==> src/rtl/core/swm_pkg.sv <==
package swm_pkg;

    localparam int MAX_WINDOW = 64;
    localparam int DATA_WIDTH = 32;
    localparam int LEN_WIDTH  = $clog2(MAX_WINDOW + 1);

    typedef logic signed [DATA_WIDTH-1:0] t_data;
    typedef logic [LEN_WIDTH-1:0]         t_len;

    // one deque candidate: its place in the row is its age
    typedef struct packed {
        logic  keep;
        t_data value;
    } t_cand;

    // zero acts as one, anything above the row length acts as the row length
    function automatic t_len clamp_len(input t_len raw);
        t_len res;
        if (raw == '0) begin
            res = t_len'(1);
        end else if (raw > t_len'(MAX_WINDOW)) begin
            res = t_len'(MAX_WINDOW);
        end else begin
            res = raw;
        end
        return res;
    endfunction

endpackage

==> src/rtl/core/swm_if.sv <==
interface swm_sample_if;
    logic                valid;
    logic                ready;
    swm_pkg::t_data      sample;
    logic                start_of_sequence;

    modport source (output valid, output sample, output start_of_sequence, input ready);
    modport sink   (input valid, input sample, input start_of_sequence, output ready);
endinterface

interface swm_result_if;
    logic                valid;
    logic                ready;
    swm_pkg::t_data      window_max;

    modport source (output valid, output window_max, input ready);
    modport sink   (input valid, input window_max, output ready);
endinterface

interface swm_cfg_if;
    logic                valid;
    logic                ready;
    swm_pkg::t_len       window_len;

    modport source (output valid, output window_len, input ready);
    modport sink   (input valid, input window_len, output ready);
endinterface

==> src/rtl/core/swm_cell.sv <==
module swm_cell (
    input  logic           i_clk,
    input  logic           i_rst_n,
    input  logic           i_advance,
    input  logic           i_flush,
    input  logic           i_in_window,
    input  swm_pkg::t_data i_sample,
    input  swm_pkg::t_cand i_prev,
    output swm_pkg::t_cand o_cand
);

    swm_pkg::t_cand r_cand;
    swm_pkg::t_cand n_cand;

    // a kept candidate moves on unless flushed, too old or beaten by the new item
    always_comb begin
        n_cand = r_cand;
        if (i_advance) begin
            n_cand.value = i_prev.value;
            n_cand.keep  = i_prev.keep & ~i_flush & i_in_window
                           & ~(i_prev.value < i_sample);
        end
    end

    // only the keep flag needs a reset, the value is don't-care while not kept
    always_ff @(posedge i_clk) begin
        r_cand.value <= n_cand.value;
        if (!i_rst_n) begin
            r_cand.keep <= 1'b0;
        end else begin
            r_cand.keep <= n_cand.keep;
        end
    end

    assign o_cand = r_cand;

endmodule

==> src/rtl/core/swm_front_sel.sv <==
module swm_front_sel (
    input  swm_pkg::t_cand i_cells [swm_pkg::MAX_WINDOW],
    output swm_pkg::t_data o_front
);

    logic [swm_pkg::MAX_WINDOW-1:0] keep_vec;
    logic [swm_pkg::MAX_WINDOW-1:0] sel;

    for (genvar g = 0; g < swm_pkg::MAX_WINDOW; g++) begin : g_sel
        assign keep_vec[g] = i_cells[g].keep;
        if (g == swm_pkg::MAX_WINDOW - 1) begin : g_top
            assign sel[g] = keep_vec[g];
        end else begin : g_rest
            // oldest surviving candidate is the front of the deque
            assign sel[g] = keep_vec[g] & ~(|keep_vec[swm_pkg::MAX_WINDOW-1:g+1]);
        end
    end

    always_comb begin
        o_front = '0;
        for (int k = 0; k < swm_pkg::MAX_WINDOW; k++) begin
            o_front = o_front | (sel[k] ? i_cells[k].value : swm_pkg::t_data'(0));
        end
    end

endmodule

==> src/rtl/core/sliding_window_maximum.sv <==
// Sliding-window maximum over a stream of signed 32-bit samples. Each accepted item
// gives one result, the maximum of the last window_len samples, once window_len items
// have been taken since reset or since the last item flagged start_of_sequence; before
// that an item gives no result. window_len is written through the configuration
// channel (reset value 1, 0 acts as 1, values above 64 act as 64) and takes effect
// from the next item. The deque lives in a row of 64 cells, one per sample age: each
// item moves every candidate one cell on, and all cells compare against the new sample
// at once, so one item is taken every clock cycle. A result appears in the cycle after
// its item is taken. Outside reset, the input stalls only while a result waits
// for the downstream side; the front candidate is picked straight from the cell
// row, so the row holds still while a result is pending.
module sliding_window_maximum (
    input  logic  i_clk,
    input  logic  i_rst_n,
    swm_sample_if.sink   i_sample_ch,
    swm_result_if.source o_result_ch,
    swm_cfg_if.sink      i_cfg_ch
);

    // configuration, stored already clamped
    swm_pkg::t_len r_window_len;

    // fill count since the start of the sequence
    swm_pkg::t_len r_seen;
    swm_pkg::t_len n_seen;
    swm_pkg::t_len seen_base;
    swm_pkg::t_len seen_inc;

    // result handshake
    logic r_out_valid;
    logic n_out_valid;

    logic in_ready;
    logic accept;

    // cell row
    swm_pkg::t_cand cand      [swm_pkg::MAX_WINDOW];
    swm_pkg::t_cand cand_prev [swm_pkg::MAX_WINDOW];
    logic [swm_pkg::MAX_WINDOW-1:0] in_window;
    swm_pkg::t_data front;

    // configuration is always taken outside reset
    assign i_cfg_ch.ready = i_rst_n;

    always_ff @(posedge i_clk) begin
        if (!i_rst_n) begin
            r_window_len <= swm_pkg::t_len'(1);
        end else if (i_cfg_ch.valid && i_cfg_ch.ready) begin
            r_window_len <= swm_pkg::clamp_len(i_cfg_ch.window_len);
        end
    end

    // a new item can enter whenever the result slot is free or being emptied
    assign in_ready          = i_rst_n && (!r_out_valid || o_result_ch.ready);
    assign i_sample_ch.ready = in_ready;
    assign accept            = i_sample_ch.valid && in_ready;

    // cell row: age g sits in cell g, a new sample always enters cell 0
    for (genvar g = 0; g < swm_pkg::MAX_WINDOW; g++) begin : g_cell
        if (g == 0) begin : g_head
            assign cand_prev[g] = '{keep: 1'b1, value: i_sample_ch.sample};
            assign in_window[g] = 1'b1;
        end else begin : g_body
            assign cand_prev[g] = cand[g-1];
            // candidates reaching an age of window_len leave for good
            assign in_window[g] = swm_pkg::t_len'(g) < r_window_len;
        end

        swm_cell u_cell (
            .i_clk       (i_clk),
            .i_rst_n     (i_rst_n),
            .i_advance   (accept),
            .i_flush     ((g != 0) && i_sample_ch.start_of_sequence),
            .i_in_window (in_window[g]),
            .i_sample    (i_sample_ch.sample),
            .i_prev      (cand_prev[g]),
            .o_cand      (cand[g])
        );
    end

    swm_front_sel u_front_sel (
        .i_cells (cand),
        .o_front (front)
    );

    // fill count saturates at the window length, a shrunk window clamps it too
    always_comb begin
        seen_base = i_sample_ch.start_of_sequence ? '0 : r_seen;
        seen_inc  = seen_base + swm_pkg::t_len'(1);
        n_seen    = r_seen;
        if (accept) begin
            n_seen = (seen_inc > r_window_len) ? r_window_len : seen_inc;
        end
    end

    // result slot: filled by an item that completes a window, emptied when taken
    always_comb begin
        n_out_valid = r_out_valid && !o_result_ch.ready;
        if (accept) begin
            n_out_valid = (n_seen == r_window_len);
        end
    end

    always_ff @(posedge i_clk) begin
        if (!i_rst_n) begin
            r_seen      <= '0;
            r_out_valid <= 1'b0;
        end else begin
            r_seen      <= n_seen;
            r_out_valid <= n_out_valid;
        end
    end

    assign o_result_ch.valid      = r_out_valid;
    assign o_result_ch.window_max = front;

endmodule

==> src/flat_wrapper.sv <==
// flat-port wrapper written by rule: the top's interface ports become plain ports
module sliding_window_maximum_flat 
  (i_clk, i_rst_n, i_sample_ch_valid, i_sample_ch_sample, i_sample_ch_start_of_sequence, i_sample_ch_ready, o_result_ch_valid, o_result_ch_window_max, o_result_ch_ready, i_cfg_ch_valid, i_cfg_ch_window_len, i_cfg_ch_ready);
  swm_sample_if i_sample_ch_i ();
  swm_result_if o_result_ch_i ();
  swm_cfg_if i_cfg_ch_i ();
  input  logic i_clk;
  input  logic i_rst_n;
  input wire logic [$bits(i_sample_ch_i.valid)-1:0] i_sample_ch_valid;
  input wire logic [$bits(i_sample_ch_i.sample)-1:0] i_sample_ch_sample;
  input wire logic [$bits(i_sample_ch_i.start_of_sequence)-1:0] i_sample_ch_start_of_sequence;
  output wire logic [$bits(i_sample_ch_i.ready)-1:0] i_sample_ch_ready;
  output wire logic [$bits(o_result_ch_i.valid)-1:0] o_result_ch_valid;
  output wire logic [$bits(o_result_ch_i.window_max)-1:0] o_result_ch_window_max;
  input wire logic [$bits(o_result_ch_i.ready)-1:0] o_result_ch_ready;
  input wire logic [$bits(i_cfg_ch_i.valid)-1:0] i_cfg_ch_valid;
  input wire logic [$bits(i_cfg_ch_i.window_len)-1:0] i_cfg_ch_window_len;
  output wire logic [$bits(i_cfg_ch_i.ready)-1:0] i_cfg_ch_ready;
  assign i_sample_ch_i.valid = i_sample_ch_valid;
  assign i_sample_ch_i.sample = i_sample_ch_sample;
  assign i_sample_ch_i.start_of_sequence = i_sample_ch_start_of_sequence;
  assign i_sample_ch_ready = i_sample_ch_i.ready;
  assign o_result_ch_valid = o_result_ch_i.valid;
  assign o_result_ch_window_max = o_result_ch_i.window_max;
  assign o_result_ch_i.ready = o_result_ch_ready;
  assign i_cfg_ch_i.valid = i_cfg_ch_valid;
  assign i_cfg_ch_i.window_len = i_cfg_ch_window_len;
  assign i_cfg_ch_ready = i_cfg_ch_i.ready;
  sliding_window_maximum u_core (.i_clk(i_clk), .i_rst_n(i_rst_n), .i_sample_ch(i_sample_ch_i), .o_result_ch(o_result_ch_i), .i_cfg_ch(i_cfg_ch_i));
endmodule
==> config.mk <==
export PLATFORM = sky130hd
export DESIGN_NAME = sliding_window_maximum_flat
export DESIGN_NICKNAME = d
export VERILOG_FILES = /design/src/rtl/core/swm_pkg.sv /design/src/rtl/core/swm_if.sv /design/src/rtl/core/swm_cell.sv /design/src/rtl/core/swm_front_sel.sv /design/src/rtl/core/sliding_window_maximum.sv /design/src/flat_wrapper.sv
export SDC_FILE = /design/constraint.sdc
export NUM_CORES = 2
export LEC_CHECK = 0
export BUFFER_PORTS_ARGS = -buffer_cell sky130_fd_sc_hd__buf_2
export CAP_MARGIN = 30
export CORE_AREA = 2 2 551 553
export DETAILED_ROUTE_END_ITERATION = 10
export DIE_AREA = 0 0 553 555
export PLACE_DENSITY = 0.63
export SYNTH_ARGS = -nofsm -noshare
export SYNTH_HDL_FRONTEND = slang
export SYNTH_SLANG_ARGS = --single-unit
==> constraint.sdc <==
create_clock -name i_clk -period 69.7 [get_ports i_clk]
set_input_delay 17.425 -clock i_clk [delete_from_list [all_inputs] [get_ports i_clk]]
set_output_delay 17.425 -clock i_clk [all_outputs]
set_load 0.02 [all_outputs]
==> metrics.md <==
| Metric | Value |
|---|---|
| Outcome | completed |
| Maximum fanout along the worst path | 4 |
| Skew-Pair Late Insertion Delay | 0.91 ns |
| Worst-margin pin slew | 1.46 ns |
| Largest net degree at the start of global routing | 158 |
| Share of layout cells above drive strength 1 | 8.14% |
| Post-synth EDFFs | 2048 |
| Wirelength, routed | 443000 um |
| GR Overflow Total | 0 |
| CTS tree | done |
| GPL Wtd Cong | 1.06 |
| Area Overhead vs Synth | 11.6% |
| # clock sinks | 2127 |
| Root Driver | clkbuf_16 |
| Number of global-route vias before repair | 87300 |
| Drt via density | 6.53 |
| H-tree levels | 4 |
| Synth Area in XOR/XNOR | 0.0803% |
| Rows | 202 |
| Commonest cells post-synth | edfxtp_1, ha_1, a21o_1 |
| Clock Skew | 0.0502 ns |
| Slew HR | 2.90% |
| Syn Area/Cell | 12.9 sq um |
| Layout net count | 11600 |
| Via count | 90100 |
| Adder-cell share of the synthesized area | 20.4% |
| VDD IR-drop max | 21.4 uV |
| Largest family of logic cells by synthesized area | adder cells |
| Unrepaired setup endpoints after global routing | no |
| Final setup TNS | 0 ns |
| Hold buffer count at CTS | 0 |
| Final Util | 44.5% |
| Max stage delay on crit path | 0.32 ns |
| Overall Global Routing Usage | 27.8% |
| Synthesized Nets | 11300 |
| First-pass GRT wire length | 621000 um |
| Initial Utilization | 39.8% |
| Cell with the most instances after synthesis | edfxtp_1 |
| Max Clk Rate | 28.1 MHz |
| Pre-antenna DRT Iters | 9 |
| Post-DP HPWL | 337000 um |
| Die Span X | 553 um |
| Top post-synthesis cells by area | edfxtp_1, ha_1, a21o_1 |
| Syn. warnings | 0 |
| WP data required | 52.28 ns |
| Worst-path cell with the longest stage delay | buf_2 |
| FFs w/ async S/R, synth | 0% |
| Kind of critical path | input port to output port |
| Slew Viols, Final | 0 |
| Most frequent CP cell | buf_2 |
| Synth area leader | edfxtp_1 |
| Post-Synth Simple-Gate Area | 8.44% |
| Leak pwr | 52.8 nW |
| Crit path capture type | output port |
| Seq/Total Area, Yosys | 52.6% |
| WP buf/inv | 2 |
| Primary FF master, synth | edfxtp_1 |
| Gate Count Post-Synth | 9303 |
| IO Pins | 80 |
| Core area | 301000 sq um |
| Post-layout minimum cycle time | 35.60 ns |
| Post-synthesis mux area share | 0.00834% |
| Synthesized area | 120000 sq um |
| Die Span Y | 555 um |
| Largest delay share family, worst path | buffers and inverters |
| Hold crit path type | register to register |
| Tcrit/Tclk final | 51.1% |
| Post-DRT Antenna Nets | 0 |
| Port buffer count | 79 |
| Synth Register Bits | 2127 |
| Yosys cell types | 91 |
| Worst endpoint data arrival time | 18.17 ns |
| Setup violators final | 0 |
| CTS buffer count | 231 |
| Wire length per cell | 32.1 um |
| Clk buf depth | 4 |
| Starting DRT DRC Count | 13000 |
| Synth top area share | 51.3% |
| Die area | 307000 sq um |
| Remaining DRCs | 0 |
| Crit-path cells | buf_2 > and2_1 > buf_2 |
| Post-CTS Setup Repair Bufs | 0 |
| Post-synthesis compound-gate area fraction | 17.1% |
| Hold Vio Cnt, Final | 0 |
| CTS resizes | 0 |
| Clock transition at the registers of the reported paths | 0.06 ns |
| Total Power | 3.13 mW |
| Initial antenna violation count | 25 |
| Crit start category | input port |
| Pwr dens | 23.4 nW/um^2 |
| Max cap viols | 0 |
layout make-up:
class / count / area (sq um)
Clock buffer: 272 / 6040
Antenna cell: 9 / 22.5
Fill cell: 27200 / 167000
Clock inverter: 141 / 1310
Tap cell: 3978 / 4980
Multi-Input combinational cell: 6805 / 55500
Inverter: 107 / 409
Timing Repair Buffer: 344 / 2570
Sequential cell: 2127 / 63100
routing by layer:
metal | GRT usage, % | up-vias | share of wire, %
met3 | 6.84 | 902 | 11
li1 | - | 39000 | -
met4 | 13.8 | 8 | 5.7
met5 | 0 | - | 0.012
met1 | 37.2 | 45300 | 40
met2 | 42.1 | 4810 | 43
registers in the layout (all words and copies together), names as in the netlist:
name                         cells
u_core.o_result_ch.valid         1
u_core.r_seen                    7
u_core.g_cell.u_cell.o_cand   2112
u_core.r_window_len              7
cells in the final DEF (no fill, tap or decap), types with 47 or more instances in the layout:
master,instances
nand2_1,419
nand3_1,164
buf_2,83
buf_4,237
a221oi_1,180
clkbuf_16,233
o21ai_0,487
nand4_1,409
ha_1,1961
dfxtp_1,74
a22o_1,106
nor3_1,140
a22oi_1,406
nor4_1,50
a2111oi_0,102
a222oi_1,123
edfxtp_1,2048
nor2b_1,91
a21o_1,574
nand2b_1,100
nor2_1,288
a21oi_1,569
clkinv_1,62
inv_1,73
a211oi_1,47
cells by family after synthesis:
kind of cell | Yosys count
adders and majority gates | 1961
muxes | 1
AOI/OAI and AO/OA | 2935
DFF | 2127
and+or+nand+nor | 1897
buffers and inverters | 371
xor gates and xnor gates | 11
path summary, 6_finish.rpt:
check | startpoint | to | slack, ns | cells past startpoint
worst min register to register | u_core.g_cell[43].u_cell.o_cand[30] | u_core.g_cell[44].u_cell.o_cand[30] | 0.46 | 0
worst max-delay path | i_rst_n | i_sample_ch_ready | 34.10 | 3
worst max register to register | u_core.o_result_ch.valid | u_core.g_cell[36].u_cell.o_cand[5] | 62.43 | 12
worst min-delay path | u_core.g_cell[43].u_cell.o_cand[30] | u_core.g_cell[44].u_cell.o_cand[30] | 0.46 | 0
worst register-to-register path, cell delays in order, from the launching register on:
cell      delay [ns]
dfxtp_1         0.36
nand2b_1        0.15
nand3_1         0.26
inv_8           0.62
buf_12          0.65
buf_4           1.07
buf_4           0.38
buf_16          0.33
buf_4           0.86
buf_4           0.65
buf_4           0.78
buf_4           0.47
buf_16          0.33
through the flow:
stage | area, sq um | setup WS, ns | instances | hold slack, ns
2_1_floorplan | 120000 | 28.09 | 9303 | 0.431
3_3_place_gp | 126000 | 34.09 | 13300 | 0.443
3_5_place_dp | 126000 | 34.09 | 13300 | 0.455
4_1_cts | 134000 | 34.08 | 13800 | 0.459
5_1_grt | 134000 | 34.09 | 13800 | 0.465
6_report | 134000 | 34.10 | 13800 | 0.462
power breakdown:
group | switching [mW] | leakage [nW] | internal [mW]
Combinational | 0.216 | 29.4 | 0.120
Sequential | 0.0663 | 19.8 | 1.48
Clock | 0.538 | 3.60 | 0.708
Note: power is estimated with default switching activity, not from simulation.
